$ cat src/rtl/lsp2p_pkg.sv
`default_nettype none
package lsp2p_pkg;

  localparam int IMAGE_SIZE_DEF = 500;

  localparam logic [1:0] REG_RANGE_MIN   = 2'd0;
  localparam logic [1:0] REG_RANGE_MAX   = 2'd1;
  localparam logic [1:0] REG_START_ANGLE = 2'd2;
  localparam logic [1:0] REG_ANGLE_STEP  = 2'd3;

  localparam logic [15:0] RANGE_MIN_RST   = 16'd0;
  localparam logic [15:0] RANGE_MAX_RST   = 16'd12000;
  localparam logic [15:0] START_ANGLE_RST = 16'd0;
  localparam logic [15:0] ANGLE_STEP_RST  = 16'd182;

  localparam logic [15:0] QUARTER_TURN = 16'd16384;
  localparam logic [11:0] SIN_C3       = 12'd2320;
  localparam logic [14:0] SIN_C2       = 15'd21024;
  localparam logic [15:0] SIN_C1       = 16'd51472;
  localparam logic [14:0] TRIG_MAX     = 15'h7FFF;

  localparam int PIX_W = 9;

  typedef struct packed {
    logic       ok;
    logic [1:0] neg;
  } flags_t;

endpackage
`default_nettype wire

$ cat src/rtl/lsp2p_div_cell.sv
`default_nettype none
// One restoring division step for both lanes.
module lsp2p_div_cell import lsp2p_pkg::*; #(
  parameter int QW = 9
) (
  input  wire logic          clk,
  input  wire logic          en,
  input  wire logic [15:0]   d,
  input  wire logic [15:0]   rem_i [2],
  input  wire logic [QW-1:0] low_i [2],
  input  wire logic [QW-1:0] q_i [2],
  input  wire flags_t        flg_i,
  output logic [15:0]        rem_o [2],
  output logic [QW-1:0]      low_o [2],
  output logic [QW-1:0]      q_o [2],
  output flags_t             flg_o
);

  logic [16:0] t [2];
  logic        ge [2];

  always_comb begin
    for (int l = 0; l < 2; l++) begin
      t[l]  = {rem_i[l], low_i[l][QW-1]};
      ge[l] = t[l] >= {1'b0, d};
    end
  end

  always_ff @(posedge clk) begin
    if (en) begin
      for (int l = 0; l < 2; l++) begin
        rem_o[l] <= ge[l] ? 16'(t[l] - {1'b0, d}) : t[l][15:0];
        low_o[l] <= {low_i[l][QW-2:0], 1'b0};
        q_o[l]   <= {q_i[l][QW-2:0], ge[l]};
      end
      flg_o <= flg_i;
    end
  end

endmodule
`default_nettype wire

$ cat config.mk
export PLATFORM = sky130hd
export DESIGN_NAME = lsp2p_div_cell
export DESIGN_NICKNAME = d
export VERILOG_FILES = /design/src/rtl/lsp2p_pkg.sv /design/src/rtl/lsp2p_div_cell.sv
export SDC_FILE = /design/constraint.sdc
export NUM_CORES = 1
export LEC_CHECK = 0
export CORE_UTILIZATION = 30
export DETAILED_ROUTE_END_ITERATION = 12
export DONT_BUFFER_PORTS = 1
export GPL_TIMING_DRIVEN = 0
export PLACE_DENSITY = 0.54
export SYNTH_ARGS = -nofsm -noshare
export SYNTH_HDL_FRONTEND = slang
export SYNTH_SLANG_ARGS = --single-unit
$ cat constraint.sdc
create_clock -name clk -period 4.5 [get_ports clk]
set_input_delay 0.9 -clock clk [delete_from_list [all_inputs] [get_ports clk]]
set_output_delay 0.9 -clock clk [all_outputs]
set_load 0.005 [all_outputs]
# After elaboration in Yosys (flattened, before gate mapping)
# Cells that the tools add are included.
# word_totals
in_bits,89
wordCells,14
reg_bits,69
# op_classes
magnitude_cmp,2
muxes,2
add_sub_neg,2
# op_table
cell,count
17-bit by 16-bit >= comparator with 1-bit output,2
16-bit 2-to-1 mux,2
16-bit subtractor,2

# Depth between registers and ports, before layout
# depth
ltp_word,2
ltp_mapped,10

# Least setup slack after synthesis
# No wires, ideal clock.
# synth_timing
path_kind,in2reg
start,input port d[8]
end,"register rem_o[24] in the netlist's numbering, data pin"
arrival_time_ps,2685
setup_ps,262
path_slack_ps,1552
stages,10
t_required_ps,4238
cell_sequence,inv_1 ha_1 and4_1 o21ai_1 a21oi_1 o21ai_1 o2111a_1 nor2_4 buf_6 mux2_1
# synth_lines
element,line,source
from (decl),lsp2p_div_cell.sv:8,"input wire logic [15:0] d,"
"to (signal, indexed assignment)",lsp2p_div_cell.sv:32,"rem_o[l] <= ge[l] ? 16'(t[l] - {1'b0, d}) : t[l][15:0];"
to (decl),lsp2p_div_cell.sv:13,"output logic [15:0] rem_o [2],"

==> results.cfg <==
[clocking]
clk_path_buf_depth = 2
htree_levels = 3
postCtsHoldBufs = 0
cts_buffers = 9
post_cts_buffers = 0
cts-resized-gates = 0
cts_tree = built
cts.clk_slew.worst_paths_ps = 60
clock-sinks = 69
cts_root_buf = clkbuf_16

[worst_setup_path]
crit_chain = inv_1 > ha_1 > and4_1 > o21ai_1 > a21oi_1 > o21ai_1 > o2111a_1 > nor2_4 > buf_6 > mux2_1
cp_max_fo = 10
path_buf_inv = 2
crit_top_cell = o21ai_1
required_ps = 4580
endpoint_kind = flip-flop
cp_top_family = compound AO/OA/AOI/OAI gates
start_kind = input port
crit_arrival_ps = 3140
crit_path_top_delay_cell = ha_1
path_class = input port to flip-flop
max_stage_delay_ps = 430

[finish]
insertedDiodeCount = 0
drive_above_1_share_pct = 8.53
post-route-cell-area_mm2 = 0.00467
nets = 493
final_cells = 551
area_growth_pct = 13.3

[timing]
fmax_ghz = 0.328
tns_ps = 0
min_period_ps = 3050
slew_headroom_pct = 65.5
slew_violations = 0
setup_viol = 0
worst_pin_slew_ps = 512
rsz0062_at_grt = false
fin_crit_sh_pct = 67.8
hold_viol_final = 0
fin_ws_ps = 1450

[drt]
ant_nets = 0
firstDrtPassIters = 4
viasPerCell = 5.09
wl_per_cell_um = 19.0
wirelength_mm = 10.4
drtIter0Drc = 134
drcViolationCount = 0
vias = 2804

[global_routing]
first_global_vias = 2724
gr-total-overflow = 0
grt_usage_pct = 14.8
antenna_found_initial = 0
grt_max_degree = 70
grt_pass1_wl_mm = 15.7

[power]
ir_drop_mv = 0.189
power.leakage_uw = 0.00184
power_density_mw_per_mm2 = 422

[logic_synthesis]
ys_async_sr_fraction_pct = 0
synth_top_area_share_pct = 50.3
synth.ff_latch_count = 69
syn_inst = 358
synthTopCellsByArea = edfxtp_1 50%, ha_1 9.7%, mux2_1 3.8%
avgSynthCellArea_um2 = 11.5
ys_top_cells_by_count = 69 x edfxtp_1, 36 x nor2_1, 32 x ha_1
yosys.area.top_type = edfxtp_1
ys_types = 56
yosys_warnings = 0
synth_edf_count = 69
synthFlopType = edfxtp_1
yosysMostFrequentCell = edfxtp_1
ys_seq_area_share_pct = 50.3
synth.cell_area_mm2 = 0.00412

[worst_hold_path]
worstHoldPathType = input port to flip-flop

[placed_design]
dp.cells = 535
pre_cts_ws_ps = 1060
gp_congestion = 0.794
numPortBuffers = 0
place_hpwl_mm = 8.13
placement.cell_area_mm2 = 0.00434

[floorplan]
start_util_pct = 31.0
dieWidth_um = 119
die-area_mm2 = 0.0142
rows = 42
core_mm2 = 0.0133
ioPinCount = 160
die_h_um = 119

[flow_run]
maxCapViolCount = 0

[run_status]
status = completed
## power by group
group | total [µW] | switching [µW] | leakage [µW] | internal (µW)
Sequential | 853 | 43.5 | 0.000676 | 809
Combinational | 343 | 190 | 0.00101 | 153
Clock | 777 | 288 | 0.000156 | 488
Total | 1970 | 522 | 0.00184 | 1450
## area by class of cell
type / count / area, µm²
Buffer: 9 / 56.3
Clock buffer: 9 / 225
Clock inverter: 7 / 98.8
Fill cell: 1276 / 8630
Inverter: 23 / 86.3
Multi-Input combinational cell: 258 / 1910
Sequential cell: 69 / 2070
Tap cell: 176 / 220
## worst paths after layout
check / from / end / slack (ps) / cells after the start
hold / removal: flg_i[2] / flg_o[2] / 660 / 0
setup / recovery: d[8] / rem_o[29] / 1450 / 10
## flip-flops by register name, summed over array words and instances (netlist names)
register / count
low_o: 16
rem_o: 32
q_o: 18
flg_o: 3
## through the flow
| step | utilization [%] | hold WS (ps) | total power [µW] |
|---|---|---|---|
| final | 35.1 | 663 | 1970 |
| after global placement | 32.7 | 999 | 1210 |
| after global routing | 35.1 | 645 | 2060 |
| after detailed placement | 32.7 | 999 | 1210 |
| after floorplan | - | 999 | 1120 |
| after CTS | 35.1 | 651 | 2000 |
## cell families after synthesis
family / count (synthesis) / share of synthesized area, %
and+or+nand+nor: 93 / 11.0
AOI/OAI and AO/OA: 88 / 14.7
DFF: 69 / 50.3
adders and majority gates: 34 / 10.7
buffers and inverters: 32 / 3.46
xor gates and xnor gates: 23 / 4.89
muxes: 18 / 4.95
other: 1 / 0.0910
## layer usage
metal  GRT usage [%]  vias to the layer above  part of all wire, %
met5               0                        -                    0
met4            5.85                        0                  1.1
met3            5.17                       11                  8.6
met2            25.1                      115                   49
met1            16.9                     1333                   41
li1                -                     1345                    -
## placed cells by master (no fill, tap or decap), drive strengths merged, types with 10 or more instances in the layout
cell type	Yosys	final
a21o	10	10
a21oi	30	30
clkbuf	2	11
edfxtp	69	69
ha	32	32
inv	23	24
mux2	16	16
nand2	21	21
nor2	37	37
o21ai	16	16
xnor2	15	15
(Power assumes the default switching activity.)
