### config.mk
export PLATFORM = sky130hd
export DESIGN_NAME = lsp2p_qsine
export DESIGN_NICKNAME = d
export VERILOG_FILES = /design/src/rtl/lsp2p_pkg.sv /design/src/rtl/lsp2p_qsine.sv
export SDC_FILE = /design/constraint.sdc
export NUM_CORES = 2
export LEC_CHECK = 0
export BUFFER_PORTS_ARGS = -buffer_cell sky130_fd_sc_hd__clkbuf_2
export CORE_MARGIN = 2
export CORE_UTILIZATION = 47
export CTS_CLUSTER_DIAMETER = 50
export CTS_CLUSTER_SIZE = 10
export DETAILED_ROUTE_END_ITERATION = 10
export PLACE_DENSITY_LB_ADDON = 0.1
export SETUP_SLACK_MARGIN = 0.1
export SYNTH_ARGS = -nofsm -noshare
export SYNTH_HDL_FRONTEND = slang
export SYNTH_SLANG_ARGS = --single-unit
export TNS_END_PERCENT = 30
### constraint.sdc
create_clock -name clk -period 10.8 [get_ports clk]
set_input_delay 0.54 -clock clk [delete_from_list [all_inputs] [get_ports clk]]
set_output_delay 0.54 -clock clk [all_outputs]
set_load 0.02 [all_outputs]
### src/rtl/lsp2p_pkg.sv
`default_nettype none
package lsp2p_pkg;

  localparam int IMAGE_SIZE_DEF = 500;

  localparam logic [1:0] REG_RANGE_MIN   = 2'd0;
  localparam logic [1:0] REG_RANGE_MAX   = 2'd1;
  localparam logic [1:0] REG_START_ANGLE = 2'd2;
  localparam logic [1:0] REG_ANGLE_STEP  = 2'd3;

  localparam logic [15:0] RANGE_MIN_RST   = 16'd0;
  localparam logic [15:0] RANGE_MAX_RST   = 16'd12000;
  localparam logic [15:0] START_ANGLE_RST = 16'd0;
  localparam logic [15:0] ANGLE_STEP_RST  = 16'd182;

  localparam logic [15:0] QUARTER_TURN = 16'd16384;
  localparam logic [11:0] SIN_C3       = 12'd2320;
  localparam logic [14:0] SIN_C2       = 15'd21024;
  localparam logic [15:0] SIN_C1       = 16'd51472;
  localparam logic [14:0] TRIG_MAX     = 15'h7FFF;

  localparam int PIX_W = 9;

  typedef struct packed {
    logic       ok;
    logic [1:0] neg;
  } flags_t;

endpackage
`default_nettype wire

### src/rtl/lsp2p_qsine.sv
`default_nettype none
// Five-stage polynomial sine for two lanes: lane 0 is the cosine, lane 1 the sine.
module lsp2p_qsine import lsp2p_pkg::*; #(
  parameter int SW = 17
) (
  input  wire logic          clk,
  input  wire logic [4:0]    en,
  input  wire logic [15:0]   ang,
  input  wire logic [SW-1:0] side_i,
  output logic [14:0]        mag [2],
  output logic [1:0]         neg,
  output logic [SW-1:0]      side_o
);

  logic [15:0] a [2];
  logic [14:0] z1 [2], z2 [2], z3 [2], z4 [2];
  logic [14:0] sq2 [2], sq3 [2];
  logic [14:0] u3 [2];
  logic [15:0] v4 [2];
  logic [1:0]  n1, n2, n3, n4;
  logic [SW-1:0] sd1, sd2, sd3, sd4;
  logic [29:0] m2 [2];
  logic [26:0] m3 [2];
  logic [29:0] m4 [2];
  logic [30:0] m5 [2];

  assign a[0] = ang + QUARTER_TURN;
  assign a[1] = ang;

  always_comb begin
    for (int l = 0; l < 2; l++) begin
      m2[l] = 30'(z1[l]) * 30'(z1[l]);
      m3[l] = 27'(sq2[l]) * 27'(SIN_C3);
      m4[l] = 30'(sq3[l]) * 30'(u3[l]);
      m5[l] = 31'(z4[l]) * 31'(v4[l]);
    end
  end

  always_ff @(posedge clk) begin
    for (int l = 0; l < 2; l++) begin
      if (en[0]) begin
        z1[l] <= a[l][14] ? 15'(15'd16384 - 15'(a[l][13:0])) : {1'b0, a[l][13:0]};
        n1[l] <= a[l][15];
      end
      if (en[1]) begin
        z2[l]  <= z1[l];
        sq2[l] <= m2[l][28:14];
        n2[l]  <= n1[l];
      end
      if (en[2]) begin
        z3[l]  <= z2[l];
        sq3[l] <= sq2[l];
        u3[l]  <= 15'(SIN_C2 - 15'(m3[l][26:14]));
        n3[l]  <= n2[l];
      end
      if (en[3]) begin
        z4[l] <= z3[l];
        v4[l] <= 16'(SIN_C1 - m4[l][29:14]);
        n4[l] <= n3[l];
      end
      if (en[4]) begin
        mag[l] <= (m5[l][30:14] > 17'(TRIG_MAX)) ? TRIG_MAX : m5[l][28:14];
        neg[l] <= n4[l];
      end
    end
    if (en[0]) sd1 <= side_i;
    if (en[1]) sd2 <= sd1;
    if (en[2]) sd3 <= sd2;
    if (en[3]) sd4 <= sd3;
    if (en[4]) side_o <= sd4;
  end

endmodule
`default_nettype wire

## Yosys cells after proc, flatten, opt, wreduce, memory -nomap -nowiden

Memories as Yosys holds them, arrays and structs flattened.
Index checks and enable logic that the tools add are counted.

| storage, ports and cells | value |
|---|---|
| register bits | 125 |
| memory bits (writable) | 242 |
| input port bits | 39 |
| output and inout bits | 49 |
| word-level logic and storage cells | 47 |
| memories kept | 8 |

| cells by class | value |
|---|---|
| add/subtract/negate cells | 7 |
| $mul | 8 |
| $lt $le $gt $ge | 2 |
| muxes and demuxes | 10 |

Memories:

| name | words | bits a word | read ports | clocked after Yosys merged registers in | wr ports | RTL line | RTL |
|---|---|---|---|---|---|---|---|
| v4 | 2 | 16 | 2 | 0 | 2 | lsp2p_qsine.sv:19 | `logic [15:0] v4 [2];` |
| sq2 | 2 | 15 | 2 | 0 | 2 | lsp2p_qsine.sv:17 | `logic [14:0] sq2 [2], sq3 [2];` |
| sq3 | 2 | 15 | 2 | 0 | 2 | lsp2p_qsine.sv:17 |  |
| u3 | 2 | 15 | 2 | 0 | 2 | lsp2p_qsine.sv:18 | `logic [14:0] u3 [2];` |
| z1 | 2 | 15 | 2 | 0 | 2 | lsp2p_qsine.sv:16 | `logic [14:0] z1 [2], z2 [2], z3 [2], z4 [2];` |
| z2 | 2 | 15 | 2 | 0 | 2 | lsp2p_qsine.sv:16 |  |
| 2 more memories | n/a | n/a | n/a | n/a | n/a | n/a |  |

Operators with widths:

| kind | number |
|---|---|
| $mul A15 B16 Y31 | 2 |
| $mul A15 B15 Y30 | 2 |
| $mul A15 B15 Y29 | 2 |
| $mul A15 B8 Y23 const B | 2 |
| $gt A17 B15 Y1 const B | 2 |
| $sub A16 B16 Y16 const A | 2 |
| $mux W15 | 2 |
| $sub A15 B13 Y15 const A | 2 |
| $sub A15 B14 Y15 const A | 2 |
| $add A16 B15 Y16 const B | 1 |
| $mux W1 | 8 |

## Longest topological paths before layout

| depth | value |
|---|---|
| depth in word-level cells | 3 |
| depth in mapped cells | 34 |
| gate-level depth less buffers | 32 |

## Least setup slack after synthesis

Ideal clock, no wire load.

| timing path | value |
|---|---|
| path type | register to register |
| start point | memory u3[0][0] |
| end point | memory v4[0][14] (data pin) |
| setup time | 258 ps |
| arrival | 7398 ps |
| required time | 10542 ps |
| path slack | 3144 ps |
| cell stages (with the launch flop) | 35 |
| buffers on the path | 2 |
| period minus slack after synthesis | 7656 ps |
| cells stage by stage | edfxtp_1 > clkbuf_1 > and2_1 > fa_1 > inv_1 > fa_1 > inv_1 > fa_1 > inv_1 > fa_1 > inv_1 > fa_1 > inv_1 > fa_1 > inv_1 > ha_1 > buf_6 > a211oi_2 > nand2_1 > a21o_1 > a221o_1 > xor2_1 > inv_1 > ha_1 > nor2b_1 > o211ai_1 > a211oi_1 > a211oi_1 > a31oi_1 > o211ai_1 > and2_1 > o31ai_1 > nand2_1 > xor2_1 > xnor2_1 |

RTL lines:

| element | RTL line |
|---|---|
| start, declared | lsp2p_qsine.sv:18 |
| end, declared | lsp2p_qsine.sv:19 |

==> tab_implementation.tex <==
\begin{tabular}{lr}
\hline
Metric & Value \\
\hline
\multicolumn{2}{l}{\textbf{Setup path}} \\
Cell type with the highest occurrence count on the critical path & inv\_1 \\
Critical Path Max Stage Delay & 0.60 ns \\
Cell with the biggest individual delay on the critical path & edfxtp\_1 \\
Type of the worst setup path & register to register \\
Kind of end point of the critical path & register \\
Kind of start point of the critical path & register \\
Largest driver fanout on the critical path & 15 \\
Data arrival at the endpoint of the critical path & 8.75 ns \\
Crit path required time & between 10 and 15 ns \\
Worst reg-to-reg setup slack & 2.42 ns \\
\multicolumn{2}{l}{\textbf{CTS}} \\
Buffers inserted by post-CTS timing repair & 0 \\
Deepest clock path buffer count & 3 \\
Number of H-tree branching levels & 2 \\
TritonCTS clock tree & done \\
Total number of clock tree sinks & 363 \\
Worst-Skew Late Latency & between 0.6 and 0.7 ns \\
Root buffer selected by CTS & clkbuf\_16 \\
Clock transition at the registers of the reported paths & 0.05 ns \\
Number of clock buffers inserted by TritonCTS & 56 \\
Total of cells resized after clock tree synthesis & 0 \\
\multicolumn{2}{l}{\textbf{Timing}} \\
Worst clock skew & 0.0532 ns \\
Final setup violating endpoints & 0 \\
Setup repair after global routing missed its margin & no \\
Pins Over Slew Limit & 0 \\
Clock period minus final worst setup slack & 8.38 ns \\
Least-Margin Pin Slew & around 1.1 ns \\
Count of final hold-check violations & 0 \\
Fmax achieved & 119 MHz \\
Worst max-slew margin expressed relative to the limit & about 26\% \\
Final sum of negative setup slack & 0 ns \\
Final Cycle Share & $\sim$78\% \\
Worst hold slack across all endpoints & 0.0837 ns \\
\multicolumn{2}{l}{\textbf{Routing}} \\
Count of nets left with antenna violations after detail routing & 0 \\
DR iter-0 viols & between 1500 and 2000 \\
Total detailed-routing wirelength & 118000 um \\
Vias & 35400 \\
First-pass iteration count of the detailed router & 5 \\
Routed length per placed instance & approximately 17 um \\
Count of unresolved DRC violations after routing & 0 \\
Via count normalized by instance count & 5.04 \\
\multicolumn{2}{l}{\textbf{Floorplan}} \\
Die width & 349 um \\
\# rows & roughly 130 \\
I/O pin count & 88 \\
Core area & 118000 sq um \\
Die ar. & 122000 sq um \\
Starting utilization of the core area & between 40\% and 50\% \\
Die extent in y & 349 um \\
\multicolumn{2}{l}{\textbf{Global route}} \\
Number of antenna violations at the first check in global routing & 2 \\
Maximum number of pins on one net before global-route repair & 72 \\
Wire length of the first global-routing pass & 198000 um \\
Overall fraction of global-route tracks in use & a little over 20\% \\
Vias in the first global route & 38300 \\
Gr ovfl total & 0 \\
\multicolumn{2}{l}{\textbf{Finish}} \\
Ratio of cells with drive above 1 in the final layout & 4.15\% \\
Net total in the final layout & 7125 \\
Area grow syn2layout & 6.68\% \\
\multicolumn{2}{l}{\textbf{Placement}} \\
GPL Wtd Cong & 0.848 \\
HPWL reported at the end of detailed placement & 93000 um \\
Port Buffers & 87 \\
\multicolumn{2}{l}{\textbf{Outcome}} \\
Result of the run & finished clean \\
\multicolumn{2}{l}{\textbf{Synthesis}} \\
Register bit count reported by yosys & between 300 and 400 \\
Number of distinct standard cells referenced by the synthesized netlist & 90 \\
Nets in the synthesized netlist & $\sim$7100 \\
Sequential cell area fraction in the yosys report & 19.5\% \\
EDFF count, synth & about 360 \\
Area share of the largest cell type after synthesis & 35.0\% \\
Library cell occupying the most area in the post-synthesis netlist & fa\_1 \\
Instance count of the mapped netlist & $\sim$5500 \\
Asr flop ratio synth & 0\% \\
Top cells by area, synth & fa\_1 (35\%), edfxtp\_1 (19\%), ha\_1 (14\%) \\
Most used flip-flop cell after synthesis & edfxtp\_1 \\
Cell area after synthesis & 56000 sq um \\
Warnings from Yosys & 0 \\
Average cell area after synthesis & around 10 sq um \\
\multicolumn{2}{l}{\textbf{Run}} \\
Number of maximum-capacitance violations & 0 \\
\multicolumn{2}{l}{\textbf{Worst hold path}} \\
Type of the tightest min-delay check & input pin to register \\
\hline
\end{tabular}
-- cell usage after synthesis, types with 42 or more instances --
library cell     n
inv_1         1216
nor2_1         101
xnor2_1        122
and2_1         650
ha_1           641
nand2b_1        42
fa_1           978
nand2_1        563
edfxtp_1       363
clkbuf_1       168
a21oi_1        105
xor2_1          71
-- cell families (layout without fill, tap and decap cells) --
family,count (synthesis),count (layout),synth area share (%)
adder cells (fa/ha/maj),1619,1619,49.3
AND/OR/NAND/NOR,1531,1531,14.2
buffers and inverters,1386,1423,9.31
flip-flops,363,363,19.5
AO/OA/AOI/OAI,360,360,4.53
XOR/XNOR,193,193,3.02
multiplexers,11,11,0.208
other,0,1,0
-- flip-flops by register name, indices dropped and copies added, names as in the netlist --
| register | cells |
|---|---|
| sq3 | 30 |
| sq2 | 30 |
| mag | 30 |
| n1 | 2 |
| sd3 | 17 |
| z4 | 29 |
| neg | 2 |
| side_o | 17 |
| z1 | 29 |
| sd1 | 17 |
| sd2 | 17 |
| sd4 | 17 |
| v4 | 32 |
| n2 | 2 |
| u3 | 30 |
| n3 | 2 |
| n4 | 2 |
| z3 | 29 |
| z2 | 29 |
-- layout by cell type (no fill, tap or decap), types with 14 or more instances in the layout --
cell	count
buf_4	15
ha_1	641
xnor2_1	122
edfxtp_1	363
or3_1	23
nor2b_1	23
nand3_1	22
dlygate4sd3_1	17
and2_1	650
a21o_1	34
fa_1	978
a211oi_1	18
a21oi_1	105
nor3_1	27
o21a_1	14
o21ai_1	14
nand2_1	563
clkbuf_2	83
nor2_1	101
inv_1	1216
nand2b_1	42
clkbuf_16	56
o21ai_0	41
xor2_1	71
and3_1	16
-- through the flow --
stage / util, % / std cells / setup WS (ns) / cell area, sq um
global route: 50.6 / 7036 / 1.80 / 59700
floorplan: - / 5463 / 3.14 / 56000
finish: 50.6 / 7037 / 2.42 / 59700
CTS: 50.6 / 7036 / 2.38 / 59700
global placement: 48.9 / 6928 / 2.57 / 57800
detailed placement: 48.9 / 6928 / 2.49 / 57800
-- timing repair --
action / in CTS / in global routing
hold buffers: 17 / 0
endpoints found under the setup margin: 0 / 0
endpoints found under the hold margin: 17 / 0
-- layer usage --
metal | vias to the layer above | track usage, % | share of wire, %
li1 | 16900 | - | -
met1 | 17900 | 29.8 | 49
met2 | 568 | 32.5 | 45
met3 | 118 | 2.48 | 4.3
met4 | 2 | 3.98 | 1.6
met5 | - | 0 | 0.010
-- area by class of cell --
type	instances	area, sq um
fillers	10900	58400
diodes	1	2.50
flip-flops and latches	363	10900
clock inverters	30	338
multi-input cells	3714	39900
repair buffers	116	703
inverters	1216	4560
clock buffers	61	1420
well taps	1536	1920
-- path summary, 6_finish.rpt --
| check | from | to | cells past startpoint |
|---|---|---|---|
| worst max-delay path | sq3[0][10]$_DFFE_PP_ | v4[0][14]$_DFFE_PP_ | 32 |
| worst min-delay path | ang[0] | z1[0][15]$_DFFE_PP_ | 1 |
| worst max register to register | sq3[0][10]$_DFFE_PP_ | v4[0][14]$_DFFE_PP_ | 32 |
| worst min register to register | sd1[3]$_DFFE_PP_ | sd2[3]$_DFFE_PP_ | 0 |
-- critical path: cells and delay by family, from the launching register on --
kind / cells / cell delay (ns)
AOI/OAI and AO/OA: 9 / 2.09
xor gates and xnor gates: 3 / 0.53
adders and majority gates: 8 / 3.60
buffers and inverters: 7 / 0.39
DFF: 1 / 0.60
and+or+nand+nor: 5 / 0.89
Power is left out: the tool's default activity adds up to more than one toggle a clock period on the data nets, which glitch-free logic cannot reach.
